--- config.mk ---
export PLATFORM = sky130hd
export DESIGN_NAME = texture_swizzle_address_top_flat
export DESIGN_NICKNAME = d
export VERILOG_FILES = /design/src/sv/tsa_pkg.sv /design/src/sv/tsa_cfg_if.sv /design/src/sv/tsa_coord_if.sv /design/src/sv/tsa_offset_if.sv /design/src/sv/texture_swizzle_address_top.sv /design/src/sv/tsa_cfg.sv /design/src/flat_wrapper.sv
export SDC_FILE = /design/constraint.sdc
export NUM_CORES = 2
export LEC_CHECK = 0
export ABC_AREA = 1
export BUFFER_PORTS_ARGS = -buffer_cell sky130_fd_sc_hd__buf_2
export CORE_ASPECT_RATIO = 0.7
export CORE_MARGIN = 3
export CORE_UTILIZATION = 30
export CTS_CLUSTER_DIAMETER = 60
export DETAILED_ROUTE_END_ITERATION = 16
export PLACE_DENSITY = 0.5
export SKIP_CTS_REPAIR_TIMING = 1
export SYNTH_ARGS = -nofsm -noshare
export SYNTH_HDL_FRONTEND = slang
export SYNTH_HIERARCHICAL = 1
export SYNTH_SLANG_ARGS = --single-unit
export TNS_END_PERCENT = 1
--- constraint.sdc ---
create_clock -name i_clk -period 10.25 [get_ports i_clk]
set_input_delay 0 -clock i_clk [delete_from_list [all_inputs] [get_ports i_clk]]
set_output_delay 0 -clock i_clk [all_outputs]
set_load 0.05 [all_outputs]
--- src/sv/tsa_pkg.sv ---
// ----------------------------------------------------------------------------
// tsa_pkg
// Shared widths, register codes and types for the 3d swizzle address block.
// ----------------------------------------------------------------------------
package tsa_pkg;

    // payload widths
    localparam int X_W        = 12;
    localparam int Y_W        = 12;
    localparam int Z_W        = 8;
    localparam int SWZ_W      = 36;
    localparam int LIN_W      = 40;

    // configuration port
    localparam int CFG_IDX_W  = 3;
    localparam int CFG_DATA_W = 32;
    localparam int WIDTH_W    = 13;
    localparam int HEIGHT_W   = 13;
    localparam int DEPTH_W    = 9;
    localparam int PB_W       = 5;
    localparam int LPITCH_W   = 16;
    localparam int PPITCH_W   = 32;

    // interleave bookkeeping: bit counts are at most 12, 12 and 8 with the default caps
    localparam int CNT_W      = 4;
    localparam int IDX_W      = 35;
    localparam int POS_W      = 6;

    typedef enum logic [CFG_IDX_W-1:0] {
        REG_TEX_WIDTH   = 3'd0,
        REG_TEX_HEIGHT  = 3'd1,
        REG_TEX_DEPTH   = 3'd2,
        REG_PIXEL_BYTES = 3'd3,
        REG_LINE_PITCH  = 3'd4,
        REG_PLANE_PITCH = 3'd5
    } t_cfg_reg;

    // settings as seen by the datapath
    typedef struct packed {
        logic [CNT_W-1:0]    nx;
        logic [CNT_W-1:0]    ny;
        logic [CNT_W-1:0]    nz;
        logic [PB_W-1:0]     pixel_bytes;
        logic [LPITCH_W-1:0] line_pitch;
        logic [PPITCH_W-1:0] plane_pitch;
    } t_cfg;

endpackage

--- src/sv/tsa_cfg_if.sv ---
// ----------------------------------------------------------------------------
// tsa_cfg_if
// Register write channel: index and data under a valid/ready handshake.
// ----------------------------------------------------------------------------
interface tsa_cfg_if;
    logic                           valid;
    logic                           ready;
    logic [tsa_pkg::CFG_IDX_W-1:0]  index;
    logic [tsa_pkg::CFG_DATA_W-1:0] data;

    modport source (output valid, output index, output data, input ready);
    modport sink   (input valid, input index, input data, output ready);
endinterface

--- src/sv/tsa_coord_if.sv ---
// ----------------------------------------------------------------------------
// tsa_coord_if
// Texel coordinate channel.
// ----------------------------------------------------------------------------
interface tsa_coord_if;
    logic                    valid;
    logic                    ready;
    logic [tsa_pkg::X_W-1:0] coord_x;
    logic [tsa_pkg::Y_W-1:0] coord_y;
    logic [tsa_pkg::Z_W-1:0] coord_z;

    modport source (output valid, output coord_x, output coord_y, output coord_z,
                    input ready);
    modport sink   (input valid, input coord_x, input coord_y, input coord_z,
                    output ready);
endinterface

--- src/sv/tsa_offset_if.sv ---
// ----------------------------------------------------------------------------
// tsa_offset_if
// Result channel: swizzled and linear byte offsets of one texel.
// ----------------------------------------------------------------------------
interface tsa_offset_if;
    logic                      valid;
    logic                      ready;
    logic [tsa_pkg::SWZ_W-1:0] swizzled_offset;
    logic [tsa_pkg::LIN_W-1:0] linear_offset;

    modport source (output valid, output swizzled_offset, output linear_offset,
                    input ready);
    modport sink   (input valid, input swizzled_offset, input linear_offset,
                    output ready);
endinterface

--- src/sv/texture_swizzle_address_top.sv ---
// ----------------------------------------------------------------------------
// texture_swizzle_address_top
// 3d z-order texture address generator: swizzled and pitched linear offsets.
// ----------------------------------------------------------------------------
// Takes one texel coordinate per cycle while the output is not stalled, and
// returns one word holding its swizzled and linear byte offsets. An accepted
// coordinate goes into one input register stage; then the bit interleave,
// the pixel size multiply and the three pitch products with their sum run
// in one pass into the result register. Both stages advance whenever the
// result is taken or the output is empty, so back to back items run at one
// per cycle. While a result waits, the input stage still takes one more
// word if it is empty, and then holds the input until the result is taken.
// Settings writes are taken at any time, but only while no item is in flight
// do they give defined results.
module texture_swizzle_address_top #(
    parameter int MAX_SIZE_LOG2  = 12,
    parameter int MAX_DEPTH_LOG2 = 8
) (
    input  logic        i_clk,
    input  logic        i_rst_n,
    tsa_cfg_if.sink     i_cfg,
    tsa_coord_if.sink   i_coord,
    tsa_offset_if.source o_offset
);
    import tsa_pkg::*;

    t_cfg cfg;

    logic               r_s1_valid;
    logic [X_W-1:0]     r_x;
    logic [Y_W-1:0]     r_y;
    logic [Z_W-1:0]     r_z;
    logic               r_out_valid;
    logic [SWZ_W-1:0]   r_swz;
    logic [LIN_W-1:0]   r_lin;

    logic               s2_adv;
    logic               s1_adv;
    logic [IDX_W-1:0]   n_idx;
    logic [SWZ_W-1:0]   n_swz;
    logic [LIN_W-1:0]   n_lin;

    function automatic logic [POS_W-1:0] cmin(input int r, input logic [CNT_W-1:0] n);
        logic [POS_W-1:0] rv;
        rv = POS_W'(r);
        return (rv < POS_W'(n)) ? rv : POS_W'(n);
    endfunction

    // settings registers
    tsa_cfg #(
        .MAX_SIZE_LOG2  (MAX_SIZE_LOG2),
        .MAX_DEPTH_LOG2 (MAX_DEPTH_LOG2)
    ) u_cfg (
        .i_clk   (i_clk),
        .i_rst_n (i_rst_n),
        .i_cfg   (i_cfg),
        .o_cfg   (cfg)
    );

    // pipeline flow control
    assign s2_adv        = !r_out_valid || o_offset.ready;
    assign s1_adv        = !r_s1_valid || s2_adv;
    assign i_coord.ready = s1_adv;

    // bit interleave: each coordinate bit lands after every earlier round
    always_comb begin
        logic [POS_W-1:0] pos;
        n_idx = '0;
        for (int r = 0; r < X_W; r++) begin
            pos = POS_W'(r) + cmin(r, cfg.ny) + cmin(r, cfg.nz);
            if (POS_W'(r) < POS_W'(cfg.nx)) begin
                n_idx[pos] = r_x[r];
            end
        end
        for (int r = 0; r < Y_W; r++) begin
            pos = cmin(r + 1, cfg.nx) + POS_W'(r) + cmin(r, cfg.nz);
            if (POS_W'(r) < POS_W'(cfg.ny)) begin
                n_idx[pos] = r_y[r];
            end
        end
        for (int r = 0; r < Z_W; r++) begin
            pos = cmin(r + 1, cfg.nx) + cmin(r + 1, cfg.ny) + POS_W'(r);
            if (POS_W'(r) < POS_W'(cfg.nz)) begin
                n_idx[pos] = r_z[r];
            end
        end
    end

    // offset arithmetic, wrapped to the field widths
    always_comb begin
        logic [LIN_W-1:0] swz_full;
        swz_full = LIN_W'(n_idx) * LIN_W'(cfg.pixel_bytes);
        n_swz    = swz_full[SWZ_W-1:0];
        n_lin    = LIN_W'(r_z) * LIN_W'(cfg.plane_pitch)
                 + LIN_W'(r_y) * LIN_W'(cfg.line_pitch)
                 + LIN_W'(r_x) * LIN_W'(cfg.pixel_bytes);
    end

    // input and result registers
    always_ff @(posedge i_clk) begin
        if (!i_rst_n) begin
            r_s1_valid  <= 1'b0;
            r_out_valid <= 1'b0;
        end else begin
            if (s1_adv) begin
                r_s1_valid <= i_coord.valid;
            end
            if (s2_adv) begin
                r_out_valid <= r_s1_valid;
            end
        end
        if (s1_adv && i_coord.valid) begin
            r_x <= i_coord.coord_x;
            r_y <= i_coord.coord_y;
            r_z <= i_coord.coord_z;
        end
        if (s2_adv && r_s1_valid) begin
            r_swz <= n_swz;
            r_lin <= n_lin;
        end
    end

    assign o_offset.valid           = r_out_valid;
    assign o_offset.swizzled_offset = r_swz;
    assign o_offset.linear_offset   = r_lin;

`ifndef ASSERT_OFF
    a_accept_loads: assert property (@(posedge i_clk) disable iff (!i_rst_n)
        (i_coord.valid && i_coord.ready) |=> r_s1_valid)
        else $error("accepted item not held in input stage");

    a_stall_holds: assert property (@(posedge i_clk) disable iff (!i_rst_n)
        (r_s1_valid && !s2_adv) |=> (r_s1_valid && $stable(r_x) && $stable(r_z)))
        else $error("stalled input stage lost its item");

    a_out_from_s1: assert property (@(posedge i_clk) disable iff (!i_rst_n)
        $rose(r_out_valid) |-> $past(r_s1_valid))
        else $error("result appeared without an item in the input stage");

    a_counts_capped: assert property (@(posedge i_clk) disable iff (!i_rst_n)
        (int'(cfg.nx) <= MAX_SIZE_LOG2) && (int'(cfg.ny) <= MAX_SIZE_LOG2)
        && (int'(cfg.nz) <= MAX_DEPTH_LOG2))
        else $error("interleave bit count above its cap");

    a_reset_empty: assert property (@(posedge i_clk)
        !i_rst_n |=> (!r_out_valid && !r_s1_valid))
        else $error("pipeline not empty after reset");
`endif

endmodule

--- src/sv/tsa_cfg.sv ---
// ----------------------------------------------------------------------------
// tsa_cfg
// Settings registers. Texture sizes are turned into interleave bit counts
// at write time, so the datapath only sees the capped counts.
// ----------------------------------------------------------------------------
module tsa_cfg #(
    parameter int MAX_SIZE_LOG2  = 12,
    parameter int MAX_DEPTH_LOG2 = 8
) (
    input  logic          i_clk,
    input  logic          i_rst_n,
    tsa_cfg_if.sink       i_cfg,
    output tsa_pkg::t_cfg o_cfg
);
    import tsa_pkg::*;

    t_cfg r_cfg;
    t_cfg n_cfg;

    // ceil(log2(size)) capped at cap; sizes zero and one give no bits
    function automatic logic [CNT_W-1:0] bit_count(input logic [WIDTH_W-1:0] size,
                                                   input int cap);
        logic [WIDTH_W-1:0] sm1;
        int                 n;
        sm1 = size - WIDTH_W'(1);
        n   = 0;
        if (size > WIDTH_W'(1)) begin
            for (int i = 0; i < WIDTH_W; i++) begin
                if (sm1[i]) begin
                    n = i + 1;
                end
            end
        end
        if (n > cap) begin
            n = cap;
        end
        return CNT_W'(n);
    endfunction

    assign i_cfg.ready = 1'b1;

    // register decode
    always_comb begin
        n_cfg = r_cfg;
        if (i_cfg.valid) begin
            unique case (t_cfg_reg'(i_cfg.index))
                REG_TEX_WIDTH: begin
                    n_cfg.nx = bit_count(i_cfg.data[WIDTH_W-1:0], MAX_SIZE_LOG2);
                end
                REG_TEX_HEIGHT: begin
                    n_cfg.ny = bit_count(i_cfg.data[HEIGHT_W-1:0], MAX_SIZE_LOG2);
                end
                REG_TEX_DEPTH: begin
                    n_cfg.nz = bit_count(WIDTH_W'(i_cfg.data[DEPTH_W-1:0]),
                                         MAX_DEPTH_LOG2);
                end
                REG_PIXEL_BYTES: begin
                    n_cfg.pixel_bytes = i_cfg.data[PB_W-1:0];
                end
                REG_LINE_PITCH: begin
                    n_cfg.line_pitch = i_cfg.data[LPITCH_W-1:0];
                end
                REG_PLANE_PITCH: begin
                    n_cfg.plane_pitch = i_cfg.data[PPITCH_W-1:0];
                end
                default: begin
                    n_cfg = r_cfg;
                end
            endcase
        end
    end

    // sizes reset to one texel, four bytes per texel, zero pitches
    always_ff @(posedge i_clk) begin
        if (!i_rst_n) begin
            r_cfg.nx          <= '0;
            r_cfg.ny          <= '0;
            r_cfg.nz          <= '0;
            r_cfg.pixel_bytes <= PB_W'(4);
            r_cfg.line_pitch  <= '0;
            r_cfg.plane_pitch <= '0;
        end else begin
            r_cfg <= n_cfg;
        end
    end

    assign o_cfg = r_cfg;

endmodule
--- src/flat_wrapper.sv ---
// flat-port wrapper written by rule: the top's interface ports become plain ports
module texture_swizzle_address_top_flat import tsa_pkg::*;
#(
    parameter int MAX_SIZE_LOG2  = 12,
    parameter int MAX_DEPTH_LOG2 = 8
)
  (i_clk, i_rst_n, i_cfg_valid, i_cfg_index, i_cfg_data, i_cfg_ready, i_coord_valid, i_coord_coord_x, i_coord_coord_y, i_coord_coord_z, i_coord_ready, o_offset_valid, o_offset_swizzled_offset, o_offset_linear_offset, o_offset_ready);
  tsa_cfg_if i_cfg_i ();
  tsa_coord_if i_coord_i ();
  tsa_offset_if o_offset_i ();
  input  logic i_clk;
  input  logic i_rst_n;
  input wire logic [$bits(i_cfg_i.valid)-1:0] i_cfg_valid;
  input wire logic [$bits(i_cfg_i.index)-1:0] i_cfg_index;
  input wire logic [$bits(i_cfg_i.data)-1:0] i_cfg_data;
  output wire logic [$bits(i_cfg_i.ready)-1:0] i_cfg_ready;
  input wire logic [$bits(i_coord_i.valid)-1:0] i_coord_valid;
  input wire logic [$bits(i_coord_i.coord_x)-1:0] i_coord_coord_x;
  input wire logic [$bits(i_coord_i.coord_y)-1:0] i_coord_coord_y;
  input wire logic [$bits(i_coord_i.coord_z)-1:0] i_coord_coord_z;
  output wire logic [$bits(i_coord_i.ready)-1:0] i_coord_ready;
  output wire logic [$bits(o_offset_i.valid)-1:0] o_offset_valid;
  output wire logic [$bits(o_offset_i.swizzled_offset)-1:0] o_offset_swizzled_offset;
  output wire logic [$bits(o_offset_i.linear_offset)-1:0] o_offset_linear_offset;
  input wire logic [$bits(o_offset_i.ready)-1:0] o_offset_ready;
  assign i_cfg_i.valid = i_cfg_valid;
  assign i_cfg_i.index = i_cfg_index;
  assign i_cfg_i.data = i_cfg_data;
  assign i_cfg_ready = i_cfg_i.ready;
  assign i_coord_i.valid = i_coord_valid;
  assign i_coord_i.coord_x = i_coord_coord_x;
  assign i_coord_i.coord_y = i_coord_coord_y;
  assign i_coord_i.coord_z = i_coord_coord_z;
  assign i_coord_ready = i_coord_i.ready;
  assign o_offset_valid = o_offset_i.valid;
  assign o_offset_swizzled_offset = o_offset_i.swizzled_offset;
  assign o_offset_linear_offset = o_offset_i.linear_offset;
  assign o_offset_i.ready = o_offset_ready;
  texture_swizzle_address_top #(.MAX_SIZE_LOG2(MAX_SIZE_LOG2), .MAX_DEPTH_LOG2(MAX_DEPTH_LOG2)) u_core (.i_clk(i_clk), .i_rst_n(i_rst_n), .i_cfg(i_cfg_i), .i_coord(i_coord_i), .o_offset(o_offset_i));
endmodule
# --- Word-level counts from Yosys, hierarchy flattened ---
# Index checks and enable logic that the tools add are counted.
word_totals:
  regBits: 175
  input_bits: 72
  output_inout_bits: 79
  wordCells: 439
op_classes:
  add_sub_neg: 65
  mul: 4
  order_cmp: 106
  eq_ne: 5
  mux: 200
  bitwise_logic: 1
  reduce_logical: 45
op_table:
  columns: ["op", "n"]
  rows:
  - ["2-to-1 mux 35 bit", 32]
  - ["bitwise mux 35 bit", 31]
  - ["2-to-1 mux 32 bit", 32]
  - ["less-than comparator 6 x 7 -> 1 bit, second input constant", 32]
  - ["demux 1 bit (select 6 bit)", 32]
  - [">= comparator 6 x 1 -> 1 bit, second input constant", 32]
  - ["2-to-1 mux 4 bit", 39]
  - ["adder 6 bit", 24]
  - ["> comparator 32 x 5 -> 1 bit, second input constant", 3]
  - ["less-than comparator 4 bit, first input constant", 13]
  - ["less-than comparator 3 x 4 -> 1 bit, first input constant", 12]
  - ["adder 6 x 4 -> 6 bit", 7]
  - ["adder 40 x 17 -> 40 bit", 1]
  - ["adder 40 x 28 -> 40 bit", 1]
  - ["multiplier 8 x 32 -> 40 bit", 1]
  - ["multiplier 35 x 5 -> 36 bit", 1]
  - ["AND 35 bit", 1]
  - ["logical AND 1 bit", 34]
  - ["2-to-1 mux 1 bit", 34]
  - ["adder 6 x 3 -> 6 bit, second input constant", 5]
  - ["multiplier 12 x 16 -> 28 bit", 1]
  - ["adder 6 x 4 -> 6 bit, second input constant", 4]
  - ["less-than comparator 1 x 4 -> 1 bit, first input constant", 6]
  - ["less-than comparator 2 x 4 -> 1 bit, first input constant", 6]
  - ["other kinds (25)", 42]

# --- Depth between registers and ports, before layout ---
depth:
  depth_word: 72
  depth_mapped: 81
  ltp_nobuf: 80

# --- Hierarchy ---
# The synthesis kept the hierarchy.
modules_own_cells:
  columns: ["module", "instances", "cells_each", "area_per_inst_um2", "seq_area_each_um2"]
  rows:
  - ["texture_swizzle_address_top", 1, 7934, 49608.8, 3283.1]
  - ["tsa_cfg", 1, 369, 2733.9, 1301.2]

# --- Worst setup path after synthesis ---
# OpenSTA, ideal clock, no wires.
synth_timing:
  path_kind: "flip-flop to flip-flop"
  startpoint: "register u_core.u_cfg.r_cfg (netlist bit u_core/u_cfg/o_cfg[60])"
  endpoint: "register u_core.r_swz[35], in the netlist u_core/o_offset.swizzled_offset[35], data pin"
  setup_ps: 252
  arrival_ps: 8693
  t_required_ps: 9998
  setup_slack_ps: 1305
  stages_incl_launch_ff: 76
  path_buffers: 0
  period_less_slack_ps: 8945
  cell_sequence: "dfxtp_1 -> nor2_1 -> inv_1 -> nor2_1 -> ha_1 -> inv_1 -> ha_1 -> fa_1 -> nor2_1 -> inv_1 -> nor2_1 -> nand2_1 -> nor2_1 -> a21oi_1 -> o21ai_1 -> nand2_1 -> nand2_1 -> nand2_1 -> [... 40 more ...] -> a21oi_1 -> inv_1 -> a21oi_2 -> o21ai_1 -> nand2_1 -> nand2_1 -> a21oi_1 -> inv_1 -> a21oi_2 -> o21ai_2 -> inv_1 -> o21ai_1 -> xor2_1 -> nand3_1 -> nand2_1 -> inv_1 -> nand2_1 -> nand2_1"
synth_via:
  elab_chain_cells: 72
  elab_cells_between_ends: 227
  classes_between: "add/sub: 38; mul: 1; order compare: 52; mux: 115; bitwise: 1; reduce/logical: 20"
synth_lines:
  columns: ["element", "line_no", "rtl"]
  rows:
  - ["start, declared", "tsa_cfg.sv:17", "t_cfg r_cfg;"]
  - ["start signal, assigned", "tsa_cfg.sv:83", "r_cfg <= n_cfg;"]
  - ["branches (longest 70 deep; another with less-than comparator 6 x 7 -> 1 bit)", null, null]
  - ["2-to-1 mux 35 bit *", "texture_swizzle_address_top.sv:83", "if (POS_W'(r) < POS_W'(cfg.nz)) begin"]
  - ["multiplier 35 x 5 -> 36 bit *", "texture_swizzle_address_top.sv:92", "swz_full = LIN_W'(n_idx) * LIN_W'(cfg.pixel_bytes);"]
  - ["via u_core.n_swz[35]", "texture_swizzle_address_top.sv:40", "logic [SWZ_W-1:0] n_swz;"]
  - ["end signal, assigned", "texture_swizzle_address_top.sv:118", "r_swz <= n_swz;"]
  - ["end, declared", "texture_swizzle_address_top.sv:34", "logic [SWZ_W-1:0] r_swz;"]
# Mark *: on every way through the listed nets, which the timed path passes.
# A chain may end at the register's enable or synchronous reset.

# --- Worst setup path after layout ---
# Same ends and word-level chain as after synthesis.

==> results_dict.tcl <==
set metrics [dict create \
    fin_setup_tns_ns 0 \
    grt.total_usage 0.251 \
    ys_ff_latch 175 \
    core_um2 172000 \
    synthTopCellsByCount "nand2_1, inv_1, nor2_1" \
    synth-edff-count 108 \
    p_sw_w 0.00227 \
    hold_violations 0 \
    power_density_nw_per_um2 71.3 \
    crit_arrival_ns 10.10 \
    grt_max_degree 65 \
    cts_tree "done" \
    drt-initial-drc-count 6147 \
    crit_path_end_kind "flip-flop" \
    rows 127 \
    post-route-util 0.352 \
    clk_transition_reported_paths_ns 0.10 \
    insertion_delay_ns 0.57 \
    first_pass_iters 9 \
    critPathRequiredTime_ns 10.56 \
    syn_area_um2 52300 \
    max-cap-violations 0 \
    slowest_delay_ns 0.53 \
    cts_root_buf "clkbuf_16" \
    syn-mean-instance-area_um2 6.30 \
    grt_pass1_vias 52900 \
    pin_count 151 \
    dieHeight_um 355 \
    synthArstFlopShare 0 \
    period_minus_slack_ns 9.79 \
    timing.slew.headroom 0.161 \
    numCtsBuffers 17 \
    drc 0 \
    internal_power_w 0.00205 \
    reg2reg_depth 69 \
    crit_fanout 5 \
    dieWidth_um 505 \
    fin_nets 9793 \
    power_frac_seq 0.214 \
    rsz0062_at_grt "yes" \
    grt_pass1_wl_um 342000 \
    hold_ws_ns 0.0611 \
    netSwitchingFraction 0.526 \
    crit_top_cell "nand2_1" \
    portBuffers 149 \
    vias_per_cell 5.05 \
    leakagePower_nw 31.2 \
    antenna_found_initial 6 \
    yosysTopAreaCell "fa_1" \
    overflow 0 \
    power_w 0.00433 \
    drv_slew 0 \
    vias 56100 \
    synth_top_area_frac 0.213 \
    finalSetupViolations 0 \
    synth_cell_types 62 \
    fillers 19000 \
    wl_per_cell_um 20.7 \
    area_growth_syn_to_layout_pct 15.8 \
    yosysWarnings 6 \
    cts_buffer_depth 2 \
    worst_clock_skew_ns 0.0289 \
    criticalPathCategory "reg -> reg" \
    dieArea_um2 180000 \
    wl_um 229000 \
    min_period_over_period 0.955 \
    status "finished clean" \
    numClockSinks 175 \
    peakVddDrop_mv 0.140 \
    drive_gt1_frac 0.106 \
    seq_area_frac_synth 0.0876 \
    max_freq_mhz 102 \
    clockPowerShare 0.185 \
    synth_cells 8303 \
    ys.flop_type "edfxtp_1" \
    critPathSlowestCell "fa_1" \
    start_util 0.304 \
    place_hpwl_um 192000 \
    ys_top_cells_by_area "fa_1, nand2_1, inv_1" \
    cp-start-kind "flip-flop" \
    worst_slew_pin_slew_ns 1.25 \
    whs_path_depth 4 \
    gp_congestion 0.969 \
    comb_power_share 0.601 \
    hold_class "in -> reg" \
    htreeDepth 4 \
    drt.antenna.violating_nets 0 \
    synth_most_common_cell "nand2_1" \
]
-- metal layers --
layer / part of all wire / GRT usage
met1: 0.50 / 0.401
met5: 0.000031 / 0
met3: 0.087 / 0.0418
met2: 0.39 / 0.350
met4: 0.014 / 0.0392
-- layout by cell type, fill, tap and decap left out, types with 16 or more instances in the layout --
cell type,Yosys,layout
o22ai_1,16,16
edfxtp_1,108,108
nor3_1,67,65
a32oi_1,87,86
xor2_1,79,78
dlygate4sd3_1,0,69
nor2_2,25,81
inv_1,1797,1785
nand2_2,15,55
a22oi_1,34,34
nand3_1,181,176
buf_2,7,149
nand4_1,27,27
clkbuf_16,0,17
a21oi_2,4,31
nand2_1,2095,2053
buf_4,4,436
a21oi_1,569,541
o21ai_0,192,182
conb_1,3,74
dfxtp_1,67,59
o21ai_1,38,43
a31oi_1,250,249
ha_1,396,385
a22o_1,159,159
nor2_1,1065,988
fa_1,556,552
o211ai_1,21,21
nor2_4,8,29
inv_2,19,29
xnor2_1,40,35
-- registers in the layout, summed over array words and instances, names as in the netlist --
name                             cells
u_core/o_offset.swizzled_offset     36
u_core/u_cfg/o_cfg                  65
u_core/r_x                          12
u_core/r_y                          12
u_core/r_z                           8
u_core/o_offset.linear_offset       40
u_core/o_offset.valid                1
u_core/r_s1_valid                    1
-- through the flow --
step	area [um2]	cells	worst slack (ns)
final	60600	11100	0.463
after global routing	60600	11100	-0.0639
after CTS	59100	11000	0.112
after detailed placement	58400	11000	0.127
after global placement	58400	11000	0.0121
after floorplan	52600	8374	1.30
-- cells by family after synthesis --
group	count (synthesis)	synth area share
DFF	175	0.0876
xor gates and xnor gates	122	0.0208
and+or+nand+nor	3505	0.263
adders and majority gates	952	0.307
other	3	0.000215
AOI/OAI and AO/OA	1430	0.168
buffers and inverters	2116	0.153
-- power by group through the flow --
stage / combinational, W / sequential (W) / clock [W]
after CTS: 0.00248 / 0.000925 / 0.000848
final: 0.00260 / 0.000924 / 0.000802
after detailed placement: 0.00247 / 0.000940 / 0
after floorplan: 0.00154 / 0.00102 / 0
after global routing: 0.00290 / 0.000931 / 0.000859
after global placement: 0.00245 / 0.000942 / 0
-- worst max-delay path, delay by kind of cell (launching register included) --
family	cells	cell delay, ns
simple gates	36	3.45
fa+ha+maj	7	2.62
buf+inv	14	1.48
compound gates	10	1.21
xor+xnor	2	0.43
flops	1	0.36
-- layout make-up --
| cell class | instances | area (um2) | area share |
|---|---|---|---|
| clock inverters | 15 | 210 | 0.00347 |
| multi-input cells | 6083 | 40800 | 0.673 |
| repair buffers | 660 | 4800 | 0.0791 |
| flip-flops and latches | 175 | 4600 | 0.0759 |
| inverters | 1832 | 6890 | 0.114 |
| well taps | 2322 | 2910 | 0.0479 |
| diodes | 5 | 12.5 | 0.000206 |
| clock buffers | 17 | 425 | 0.00702 |
-- worst paths after layout --
| check | startpoint | slack (ns) | end |
|---|---|---|---|
| setup / recovery | u_core/u_cfg/o_cfg[60]$_SDFFE_PN0P_ | 0.46 | u_core/o_offset.swizzled_offset[35]$_DFFE_PP_ |
| hold / removal | i_cfg_valid | 0.06 | u_core/u_cfg/o_cfg[63]$_SDFFE_PN0P_ |
| setup reg to reg | u_core/u_cfg/o_cfg[60]$_SDFFE_PN0P_ | 0.46 | u_core/o_offset.swizzled_offset[35]$_DFFE_PP_ |
| hold reg to reg | u_core/o_offset.valid$_SDFFE_PN0P_ | 0.55 | u_core/o_offset.valid$_SDFFE_PN0P_ |
Note: power is estimated with default switching activity, not from simulation.
